==> src/bba_pkg.sv <==
`timescale 1ns / 1ps

package bba_pkg;

  // default geometry
  localparam int TopLevelDef = 16;
  localparam int MinLevelDef = 6;

  // fixed field widths
  localparam int OpW   = 2;
  localparam int SizeW = 18;
  localparam int OffW  = 16;
  localparam int StW   = 2;

  // request codes
  localparam logic [OpW-1:0] OP_ALLOC  = 2'd0;
  localparam logic [OpW-1:0] OP_FREE   = 2'd1;
  localparam logic [OpW-1:0] OP_REINIT = 2'd2;

  // result codes
  localparam logic [StW-1:0] ST_OK     = 2'd0;
  localparam logic [StW-1:0] ST_REJECT = 2'd1;
  localparam logic [StW-1:0] ST_NOMEM  = 2'd2;

  // datapath actions
  localparam int ActW = 4;
  localparam logic [ActW-1:0] ACT_NONE       = 4'd0;
  localparam logic [ActW-1:0] ACT_LOAD       = 4'd1;
  localparam logic [ActW-1:0] ACT_REINIT     = 4'd2;
  localparam logic [ActW-1:0] ACT_SCAN_UP    = 4'd3;
  localparam logic [ActW-1:0] ACT_RD_HEAD    = 4'd4;
  localparam logic [ActW-1:0] ACT_SPLIT_POP  = 4'd5;
  localparam logic [ActW-1:0] ACT_SPLIT_W1   = 4'd6;
  localparam logic [ActW-1:0] ACT_SPLIT_W2   = 4'd7;
  localparam logic [ActW-1:0] ACT_POP_DONE   = 4'd8;
  localparam logic [ActW-1:0] ACT_PUSH       = 4'd9;
  localparam logic [ActW-1:0] ACT_UL_START   = 4'd10;
  localparam logic [ActW-1:0] ACT_UL_RD      = 4'd11;
  localparam logic [ActW-1:0] ACT_UL_NEXT    = 4'd12;
  localparam logic [ActW-1:0] ACT_UL_REMOVE  = 4'd13;
  localparam logic [ActW-1:0] ACT_MERGE_PUSH = 4'd14;

  // controller to datapath
  typedef struct packed {
    logic [ActW-1:0] act;
    logic            self_tgt;
    logic            fin;
    logic [StW-1:0]  fin_st;
    logic            emit;
  } cmd_t;

  // datapath to controller
  typedef struct packed {
    logic [OpW-1:0] op;
    logic           size_ok;
    logic           addr_ok;
    logic           head_nil;
    logic           i_top;
    logic           i_sub_top;
    logic           i_want;
    logic           cur_end;
    logic           cur_hit;
    logic           out_free;
  } sts_t;

endpackage

==> src/bba_ctrl.sv <==
`timescale 1ns / 1ps

module bba_ctrl (
  input  logic          clk,
  input  logic          rst_n,
  input  logic          in_valid,
  output logic          in_ready,
  input  bba_pkg::sts_t sts,
  output bba_pkg::cmd_t cmd
);

  localparam logic [3:0] S_IDLE     = 4'd0;
  localparam logic [3:0] S_DISP     = 4'd1;
  localparam logic [3:0] S_SCAN     = 4'd2;
  localparam logic [3:0] S_SPLIT_RD = 4'd3;
  localparam logic [3:0] S_SPLIT_WT = 4'd4;
  localparam logic [3:0] S_SPLIT_W1 = 4'd5;
  localparam logic [3:0] S_SPLIT_W2 = 4'd6;
  localparam logic [3:0] S_POP_RD   = 4'd7;
  localparam logic [3:0] S_POP_WT   = 4'd8;
  localparam logic [3:0] S_PUSH     = 4'd9;
  localparam logic [3:0] S_UL_BUD   = 4'd10;
  localparam logic [3:0] S_UL_SELF  = 4'd11;
  localparam logic [3:0] S_UL_CHK   = 4'd12;
  localparam logic [3:0] S_UL_WT    = 4'd13;
  localparam logic [3:0] S_MERGE    = 4'd14;
  localparam logic [3:0] S_DONE     = 4'd15;

  logic [3:0] state_r, state_nxt;
  logic       self_r, self_nxt;

  assign in_ready = (state_r == S_IDLE);

  // next state and commands
  always_comb begin
    state_nxt    = state_r;
    self_nxt     = self_r;
    cmd          = '0;
    cmd.act      = bba_pkg::ACT_NONE;
    cmd.self_tgt = self_r;
    case (state_r)
      S_IDLE: begin
        if (in_valid) begin
          cmd.act   = bba_pkg::ACT_LOAD;
          state_nxt = S_DISP;
        end
      end
      S_DISP: begin
        if (sts.op == bba_pkg::OP_REINIT) begin
          cmd.act    = bba_pkg::ACT_REINIT;
          cmd.fin    = 1'b1;
          cmd.fin_st = bba_pkg::ST_OK;
          state_nxt  = S_DONE;
        end else if (sts.op == bba_pkg::OP_ALLOC && sts.size_ok) begin
          state_nxt = S_SCAN;
        end else if (sts.op == bba_pkg::OP_FREE && sts.size_ok && sts.addr_ok) begin
          state_nxt = S_PUSH;
        end else begin
          cmd.fin    = 1'b1;
          cmd.fin_st = bba_pkg::ST_REJECT;
          state_nxt  = S_DONE;
        end
      end
      // look upward for a non-empty list
      S_SCAN: begin
        if (!sts.head_nil) begin
          state_nxt = sts.i_want ? S_POP_RD : S_SPLIT_RD;
        end else if (sts.i_top) begin
          cmd.fin    = 1'b1;
          cmd.fin_st = bba_pkg::ST_NOMEM;
          state_nxt  = S_DONE;
        end else begin
          cmd.act = bba_pkg::ACT_SCAN_UP;
        end
      end
      S_SPLIT_RD: begin
        cmd.act   = bba_pkg::ACT_RD_HEAD;
        state_nxt = S_SPLIT_WT;
      end
      S_SPLIT_WT: begin
        cmd.act   = bba_pkg::ACT_SPLIT_POP;
        state_nxt = S_SPLIT_W1;
      end
      S_SPLIT_W1: begin
        cmd.act   = bba_pkg::ACT_SPLIT_W1;
        state_nxt = S_SPLIT_W2;
      end
      S_SPLIT_W2: begin
        cmd.act   = bba_pkg::ACT_SPLIT_W2;
        state_nxt = S_SCAN;
      end
      S_POP_RD: begin
        cmd.act   = bba_pkg::ACT_RD_HEAD;
        state_nxt = S_POP_WT;
      end
      S_POP_WT: begin
        cmd.act    = bba_pkg::ACT_POP_DONE;
        cmd.fin    = 1'b1;
        cmd.fin_st = bba_pkg::ST_OK;
        state_nxt  = S_DONE;
      end
      S_PUSH: begin
        cmd.act = bba_pkg::ACT_PUSH;
        if (sts.i_top) begin
          cmd.fin    = 1'b1;
          cmd.fin_st = bba_pkg::ST_OK;
          state_nxt  = S_DONE;
        end else begin
          state_nxt = S_UL_BUD;
        end
      end
      S_UL_BUD: begin
        cmd.act      = bba_pkg::ACT_UL_START;
        cmd.self_tgt = 1'b0;
        self_nxt     = 1'b0;
        state_nxt    = S_UL_CHK;
      end
      S_UL_SELF: begin
        cmd.act      = bba_pkg::ACT_UL_START;
        cmd.self_tgt = 1'b1;
        self_nxt     = 1'b1;
        state_nxt    = S_UL_CHK;
      end
      // list walk: read each node, then check it against the target
      S_UL_CHK: begin
        if (sts.cur_end) begin
          if (self_r) begin
            state_nxt = S_MERGE;
          end else begin
            cmd.fin    = 1'b1;
            cmd.fin_st = bba_pkg::ST_OK;
            state_nxt  = S_DONE;
          end
        end else begin
          cmd.act   = bba_pkg::ACT_UL_RD;
          state_nxt = S_UL_WT;
        end
      end
      S_UL_WT: begin
        if (sts.cur_hit) begin
          cmd.act   = bba_pkg::ACT_UL_REMOVE;
          state_nxt = self_r ? S_MERGE : S_UL_SELF;
        end else begin
          cmd.act   = bba_pkg::ACT_UL_NEXT;
          state_nxt = S_UL_CHK;
        end
      end
      S_MERGE: begin
        cmd.act = bba_pkg::ACT_MERGE_PUSH;
        if (sts.i_sub_top) begin
          cmd.fin    = 1'b1;
          cmd.fin_st = bba_pkg::ST_OK;
          state_nxt  = S_DONE;
        end else begin
          state_nxt = S_UL_BUD;
        end
      end
      S_DONE: begin
        if (sts.out_free) begin
          cmd.emit  = 1'b1;
          state_nxt = S_IDLE;
        end
      end
      default: begin
        state_nxt = S_IDLE;
      end
    endcase
  end

  // state registers
  always_ff @(posedge clk) begin
    if (!rst_n) begin
      state_r <= S_IDLE;
      self_r  <= 1'b0;
    end else begin
      state_r <= state_nxt;
      self_r  <= self_nxt;
    end
  end

endmodule

==> config.mk <==
export PLATFORM = sky130hd
export DESIGN_NAME = bba_ctrl
export DESIGN_NICKNAME = d
export VERILOG_FILES = /design/src/bba_pkg.sv /design/src/bba_ctrl.sv
export SDC_FILE = /design/constraint.sdc
export NUM_CORES = 1
export LEC_CHECK = 0
export ABC_CLOCK_PERIOD_IN_PS = 2400
export BUFFER_PORTS_ARGS = -buffer_cell sky130_fd_sc_hd__buf_2
export CAP_MARGIN = 20
export CORE_MARGIN = 3
export CORE_UTILIZATION = 40
export CTS_BUF_LIST = sky130_fd_sc_hd__clkbuf_16
export DETAILED_ROUTE_END_ITERATION = 10
export PLACE_DENSITY = 0.69
export SLEW_MARGIN = 0
export SYNTH_ARGS = -nofsm -noshare
export SYNTH_HDL_FRONTEND = slang
export SYNTH_SLANG_ARGS = --single-unit
==> constraint.sdc <==
create_clock -name clk -period 2.4 [get_ports clk]
set_clock_uncertainty 0.15 [all_clocks]
set_input_delay 0.24 -clock clk [delete_from_list [all_inputs] [get_ports clk]]
set_output_delay 0.24 -clock clk [all_outputs]
set_load 0.01 [all_outputs]
==> Word-level counts from Yosys, hierarchy flattened <==
Index checks and enable logic that the tools add are counted.
{ "totals": {"reg_bits": 5, "wordCells": 65, "inputBits": 14, "out_inout_bits": 10} }
{ "classes": {"reduce_logical": 8, "mux": 35, "n_eq_ne": 20} }
{ "op_table": {"columns": ["operator", "count"], "rows": [
  ["case mux 4 bit (15 select lines)", 1],
  ["case mux 4 bit (13 select lines)", 1],
  ["2-to-1 mux 3 bit", 15],
  ["equality test 4 bit, second input constant", 8],
  ["2-to-1 mux 4 bit", 8],
  ["case mux 3 bit (6 select lines)", 1],
  ["equality test 4 x 3 -> 1 bit, second input constant", 4],
  ["equality test 4 x 2 -> 1 bit, second input constant", 2],
  ["2-to-1 mux 2 bit", 3],
  ["2-to-1 mux 1 bit", 5],
  ["equality test 4 x 1 -> 1 bit, second input constant", 1],
  ["zero test 4 bit", 1],
  ["inequality test 2 bit, second input constant", 2],
  ["OR reduction 2 bit", 2],
  ["logical AND 1 bit", 3],
  ["inequality test 3 bit, second input constant", 1],
  ["AND reduction 3 bit", 1],
  ["equality test 2 x 1 -> 1 bit, second input constant", 1],
  ["equality test 2 bit, second input constant", 1],
  ["zero test 2 bit", 1],
  ["case mux 1 bit (2 select lines)", 1]
]} }

==> Depth between registers and ports, before layout <==
Gate-level depths: netlist of the first run.
{ "depth": {"word_depth": 7, "depth_mapped": 6, "mapped_depth_nobuf": 4} }

==> Worst setup path before layout of the first run <==
No wires, ideal clock.
{ "synth_timing": {"kind": "flip-flop to output port", "start": "register state_r[3]", "end": "output cmd[3] (netlist bit)", "required_ps": 2010, "arrival_time_ps": 1110, "path_buffers": 1, "path_slack_ps": 900, "path_stages_with_launch": 6, "cell_sequence": "dfxtp_1 -> buf_4 -> nor2_1 -> and4_1 -> nor2_1 -> nand2_1"} }
{ "synth_rtl": {"columns": ["item", "line_no", "text"], "rows": [
  ["start: declaration", "bba_ctrl.sv:29", "logic [3:0] state_r, state_nxt;"],
  ["start signal: assignment", "bba_ctrl.sv:176", "state_r <= state_nxt;"],
  ["end: declaration", "bba_ctrl.sv:9", "output bba_pkg::cmd_t cmd"]
]} }

==> impl_metrics.py, run 1 <==
metrics = {
    "timing": {
        "worst_slew_pin_slew_ps": 780,
        "slew_violations": 0,
        "max_freq_mhz": 447,
        "fin_setup_tns_ps": 0,
        "setup_viol": 0,
        "worst_slack_ps": 161,
        "fin_crit_sh_pct": 93.3,
        "holdWs_ps": 125,
        "grt_setup_unrepaired": "false",
        "finalHoldViolCount": 0,
        "max_slew_margin_pct": 48.0,
        "finalCriticalPeriod_ps": 2240,
    },
    "floorplan": {
        "io_pins": 24,
        "die_y_um": 47.2,
        "dieArea_um2": 2230,
        "core_um2": 1560,
        "die_x_um": 47.2,
        "rows": 14,
        "initial_core_util_pct": 43.5,
    },
    "final_layout": {
        "post-route-util_pct": 55.3,
        "n_antenna_cell": 0,
        "drive_gt1_share_pct": 26.4,
        "area_delta_synth_final_pct": 27.1,
        "fin_area_um2": 862,
        "fin_cells": 137,
        "nFillCells": 148,
        "nNetsFinal": 136,
    },
    "synthesis": {
        "ys_warn_count": 0,
        "yosysTopAreaCellShare_pct": 14.8,
        "synth_ff_type": "dfxtp_1",
        "yosysTopAreaCell": "dfxtp_1",
        "synth_edf_count": 0,
        "syn_area_um2": 678,
        "async_reset_ff_share_pct": 0,
        "synth-seq-cells": 5,
        "netlist_instances": 99,
        "synth_area_leaders": "dfxtp_1, a21oi_1, nand2b_1",
        "yosys.cell_types.count": 37,
        "avgSynthCellArea_um2": 6.85,
        "ys_seq_area_share_pct": 14.8,
        "syn-num-nets": 113,
    },
    "critical_path": {
        "cp-endpoint": "cmd[4]",
        "worstPathMaxFanout": 23,
        "path_cells": "nor2b_1 -> nand2_1 -> mux2_1 -> buf_2",
        "critPathCaptureType": "primary output",
        "arrival_ps": 1850,
        "cp_slowest_cell": "dfxtp_1",
        "startpoint": "state_r[2]$_SDFFE_PN0P_",
        "regToRegStartpoint": "state_r[2]$_SDFFE_PN0P_",
        "r2r_cells": 4,
        "crit_type": "reg2out",
        "worstSetupStartpointType": "flop",
        "r2r_slack_ps": 510,
        "r2r-end": "self_r$_SDFF_PN0_",
        "cpPeakStageDelay_ps": 820,
        "critPathRequiredTime_ps": 2010,
    },
    "drt": {
        "routed_via_density": 5.77,
        "ant_nets": 0,
        "drt_iter0_drc": 29,
        "wl_per_cell_um": 13.4,
        "drt_wl_total_um": 1840,
        "drcViolationCount": 0,
        "detail_route.first_pass.iterations": 4,
        "vias": 790,
    },
    "place": {
        "place_ws_ps": 455,
        "routabilityCongestion": 0.961,
        "post_dp_cell_area_um2": 783,
        "detailed_place_hpwl_um": 1390,
        "dp_cells": 133,
        "portBuffers": 23,
    },
    "pwr": {
        "p_total_mw": 1.11,
        "irDropWorstVdd_v": 0.000505,
        "p_leak_nw": 0.376,
        "p_per_area_nw_per_um2": 1280,
    },
    "clocking": {
        "htree_levels": 1,
        "insertion_delay_ps": 230,
        "postCtsSetupBuffers": 0,
        "cts_max_path_buffers": 2,
        "cts_root_buf": "clkbuf_16",
        "holdBufCountCts": 0,
        "cts_tree": "yes",
        "clkSlewWorstSetupHoldPaths_ps": 30,
        "cts_resized": 0,
        "cts_buffers": 3,
        "cts.sink_count": 5,
    },
    "global_route": {
        "grt_start_max_net_pins": 24,
        "antenna_found_initial": 0,
        "grt_pass1_vias": 699,
        "grt_pass1_wl_um": 2990,
        "gr-usage-all-layers_pct": 18.4,
        "overflow": 0,
    },
    "min_path": {
        "hold_class": "in2reg",
    },
    "run": {
        "maxCapViolations": 0,
    },
    "outcome": {
        "outcome": "finished, final reports clean",
    },
}
## routing by layer
metal,routed length (µm),track usage (%)
met1,816,24.9
met2,850,29.0
met3,134,3.07
met4,38,7.18
met5,0,0
## sequential cells by signal, summed over array words and instances, names as in the netlist
signal / count
state_r: 4
self_r: 1
## cell families after synthesis
| kind of cell | after synthesis | synth area share (%) |
|---|---|---|
| flops | 5 | 14.8 |
| compound gates | 32 | 34.0 |
| buf+inv | 13 | 10.5 |
| mux | 1 | 1.66 |
| simple gates | 48 | 39.1 |
## power breakdown
group | total, mW | switching, mW | internal [mW] | leakage (nW)
Sequential | 0.214 | 0.101 | 0.114 | 0.0410
Clock | 0.271 | 0.0555 | 0.216 | 0.0423
Combinational | 0.620 | 0.333 | 0.287 | 0.293
## cell usage after synthesis, types with 2 or more instances
cell and instances:
a31oi_1 2, and2_1 2, nor2_1 10, nand2_1 11
nor2b_1 3, o21ai_1 2, o31a_1 2, buf_4 5
nand2b_1 8, dfxtp_1 5, nor3_1 2, o21ai_0 2
buf_2 3, a21oi_1 11, o21a_1 2, o221ai_1 2
inv_1 5, nand4b_1 2, nor4_1 2
## critical path, delay by kind of cell, from the launching register on
kind / cells / cell delay [ps]
flops: 1 / 820
simple gates: 2 / 330
mux: 1 / 330
buf+inv: 1 / 140
## cells in the final DEF (no fill, tap or decap), types with 2 or more instances in the layout
cell,netlist,routed
o21ai_1,2,2
nor3_1,2,2
nand2b_1,8,8
o21ai_0,2,2
dfxtp_1,5,5
buf_4,5,3
nor4_1,2,2
clkbuf_16,0,3
buf_2,3,23
nor2b_1,3,3
o221ai_1,2,2
and2_1,2,2
nand4b_1,2,2
nor2_1,10,10
o31a_1,2,2
nand2_1,11,11
a21oi_1,11,11
a31oi_1,2,2
inv_1,5,6
o21a_1,2,2
## layout make-up
cell class / instances / area, µm² / area share, %
Multi-Input combinational cell: 81 / 507 / 58.8
Clock inverter: 1 / 3.75 / 0.435
Timing Repair Buffer: 26 / 138 / 16.0
Clock buffer: 3 / 75.1 / 8.71
Tap cell: 16 / 20.0 / 2.32
Sequential cell: 5 / 100 / 11.6
Inverter: 5 / 18.8 / 2.18
## how the worst min path moves through the flow
stage          startpoint  slack [ps]           endpoint  depth (start not counted)
3_3_place_gp        rst_n         350  self_r$_SDFF_PN0_                          2
4_1_cts             rst_n         130  self_r$_SDFF_PN0_                          2
3_5_place_dp        rst_n         370  self_r$_SDFF_PN0_                          2
6_report            rst_n         120  self_r$_SDFF_PN0_                          2
5_1_grt             rst_n         140  self_r$_SDFF_PN0_                          2
2_1_floorplan       rst_n         210  self_r$_SDFF_PN0_                          1
Note: power is estimated with default switching activity, not from simulation.
==> inputs of run 2 (changes only) <==
- ABC_CLOCK_PERIOD_IN_PS: 2400 -> 1800
- PLACE_DENSITY: 0.69 -> 0.72
- clock period: 2.4 -> 1.8 ns (I/O delays scaled with it)
==> run 2 against run 1 <==
Effect of this change:
- clock power grew 32%
- count of clock-buffer cells in the layout is the same
- worst setup slack lost 100 ps
- via count grew 6.1%
- sequential power grew 29%
- worst hold slack lost 54 ps
- final area grew 12%
- flip-flop and latch count is the same
- power grew 52%
- core utilization grew 6.8 points
- routed wire length grew 7.9%
- first-iteration DRC count shrank 28%
==> impl_metrics.py, run 2 (same netlist as run 1, synthesis figures left out) <==
metrics = {
    "critical_path": {
        "arrival_ps": 1410,
        "crit_type": "reg2out",
        "critPathTopFamily": "simple AND/OR/NAND/NOR gates",
        "worstPathMaxFanout": 7,
        "critPathRequiredTime_ps": 1470,
        "cpPeakStageDelay_ps": 330,
        "cp_slowest_cell": "dfxtp_2",
        "path_cells": "buf_4 -> nor2_2 -> nand4b_1 -> o311ai_2 -> buf_2",
        "worstSetupStartpointType": "flop",
        "path_buf_inv": 2,
        "critPathCaptureType": "primary output",
    },
    "global_route": {
        "grt_start_max_net_pins": 16,
        "grt_pass1_vias": 763,
        "antenna_found_initial": 0,
        "gr-usage-all-layers_pct": 19.6,
        "overflow": 0,
        "grt_pass1_wl_um": 3170,
    },
    "drt": {
        "ant_nets": 0,
        "vias": 838,
        "drt_iter0_drc": 21,
        "drt_wl_total_um": 1980,
        "drcViolationCount": 0,
        "wl_per_cell_um": 13.7,
        "routed_via_density": 5.78,
        "detail_route.first_pass.iterations": 4,
    },
    "final_layout": {
        "fin_area_um2": 968,
        "fin_cells": 145,
        "post-route-util_pct": 62.1,
        "top_regs": "state_r (4), self_r (1)",
        "largest_reg_flops": 4,
        "area_delta_synth_final_pct": 42.8,
        "layout_commonest_cell": "buf_2",
        "nNetsFinal": 144,
        "n_antenna_cell": 0,
        "final_cell_mix": "buf_2, nand2_1, a21oi_1",
        "nFillCells": 124,
        "regMostFlops": "state_r",
        "drive_gt1_share_pct": 38.0,
    },
    "floorplan": {
        "initial_core_util_pct": 43.5,
        "dieArea_um2": 2230,
        "core_um2": 1560,
        "die_x_um": 47.2,
        "die_y_um": 47.2,
        "io_pins": 24,
        "rows": 14,
    },
    "timing": {
        "setup_viol": 0,
        "finalHoldViolCount": 0,
        "fin_crit_sh_pct": 96.6,
        "slew_violations": 0,
        "grt_setup_unrepaired": "true",
        "worst_slew_pin_slew_ps": 291,
        "max_freq_mhz": 575,
        "max_slew_margin_pct": 80.6,
        "fin_setup_tns_ps": 0,
        "finalCriticalPeriod_ps": 1740,
    },
    "outcome": {
        "outcome": "finished, final reports clean",
    },
    "clocking": {
        "clkSlewWorstSetupHoldPaths_ps": 30,
        "cts_max_path_buffers": 2,
        "cts.sink_count": 5,
        "htree_levels": 1,
        "insertion_delay_ps": 230,
        "cts_root_buf": "clkbuf_16",
        "cts_buffers": 3,
        "cts_tree": "yes",
        "holdBufCountCts": 0,
    },
    "pwr": {
        "switching_share_pct": 42.7,
        "internal_power_uw": 963,
        "p_comb_share_pct": 62.3,
        "p_leak_nw": 0.426,
        "p_per_area_nw_per_um2": 1730,
        "switchingPower_uw": 717,
        "pwr-share-clk_pct": 21.4,
        "sequentialPowerShare_pct": 16.4,
        "irDropWorstVdd_v": 0.00109,
    },
    "place": {
        "dp_cells": 138,
        "post_dp_cell_area_um2": 821,
        "detailed_place_hpwl_um": 1560,
        "routabilityCongestion": 0.898,
        "portBuffers": 23,
    },
    "run": {
        "maxCapViolations": 0,
    },
    "min_path": {
        "hold_class": "in2reg",
    },
}
[run 2: cell types whose count changed in the layout (fill, tap and decap cells not counted), moves of 2 or more]
cell,previous run,this run
buf_6,0,2
dfxtp_2,0,2
dfxtp_4,0,2
dfxtp_1,5,1
buf_4,3,9
[run 2: stage by stage]
stage	power [mW]	setup WS [ps]	hold WS, ps
finish	1.68	60.4	70.6
global route	1.81	-38.0	74.6
CTS	1.59	14.6	58.5
detailed placement	1.18	126	288
global placement	1.16	153	296
floorplan	0.904	360	152
[run 2: worst register-to-register path, cell delays in order, from the launching register on]
cell,delay (ps)
dfxtp_2,330
buf_4,160
nor2_2,160
nand4b_1,210
buf_4,200
nand3_1,100
a31oi_1,60
[run 2: final cells by class]
cell class | instances | area, µm² | area share (%)
tap | 16 | 20.0 | 2.07
multi-input combinational | 81 | 536 | 55.3
inverter | 5 | 18.8 | 1.94
sequential | 5 | 110 | 11.4
clock buffer | 3 | 75.1 | 7.75
clock inverter | 1 | 3.75 | 0.388
timing repair buffer | 34 | 205 | 21.2
[run 2: metal layers]
layer,vias to the layer above,part of all wire (%),GRT usage [%]
li1,420,-,-
met1,387,47,26.2
met2,31,47,32.2
met3,0,5.8,4.60
met4,0,0,3.31
met5,-,0,0
[run 2: what timing repair did]
item	in CTS	in global routing
resized for setup	6	8
pin swaps	1	3
buffers inserted	0	3
endpoints found under the setup margin	5	4
[run 2: path summary, 6_finish.rpt]
path,startpoint,to,slack [ps],depth (start not counted)
max,state_r[0]$_SDFFE_PN0P_,cmd[6],60,5
min,rst_n,self_r$_SDFF_PN0_,70,2
max reg2reg,state_r[0]$_SDFFE_PN0P_,state_r[3]$_SDFFE_PN0P_,280,6
min reg2reg,state_r[3]$_SDFFE_PN0P_,state_r[0]$_SDFFE_PN0P_,410,2
[run 2: power groups by stage]
stage	clock network, mW	registers, mW	logic [mW]
after floorplan	0	0.190	0.714
after global placement	0	0.248	0.913
after detailed placement	0	0.249	0.932
after CTS	0.365	0.258	0.966
after global routing	0.374	0.286	1.15
final	0.359	0.275	1.05
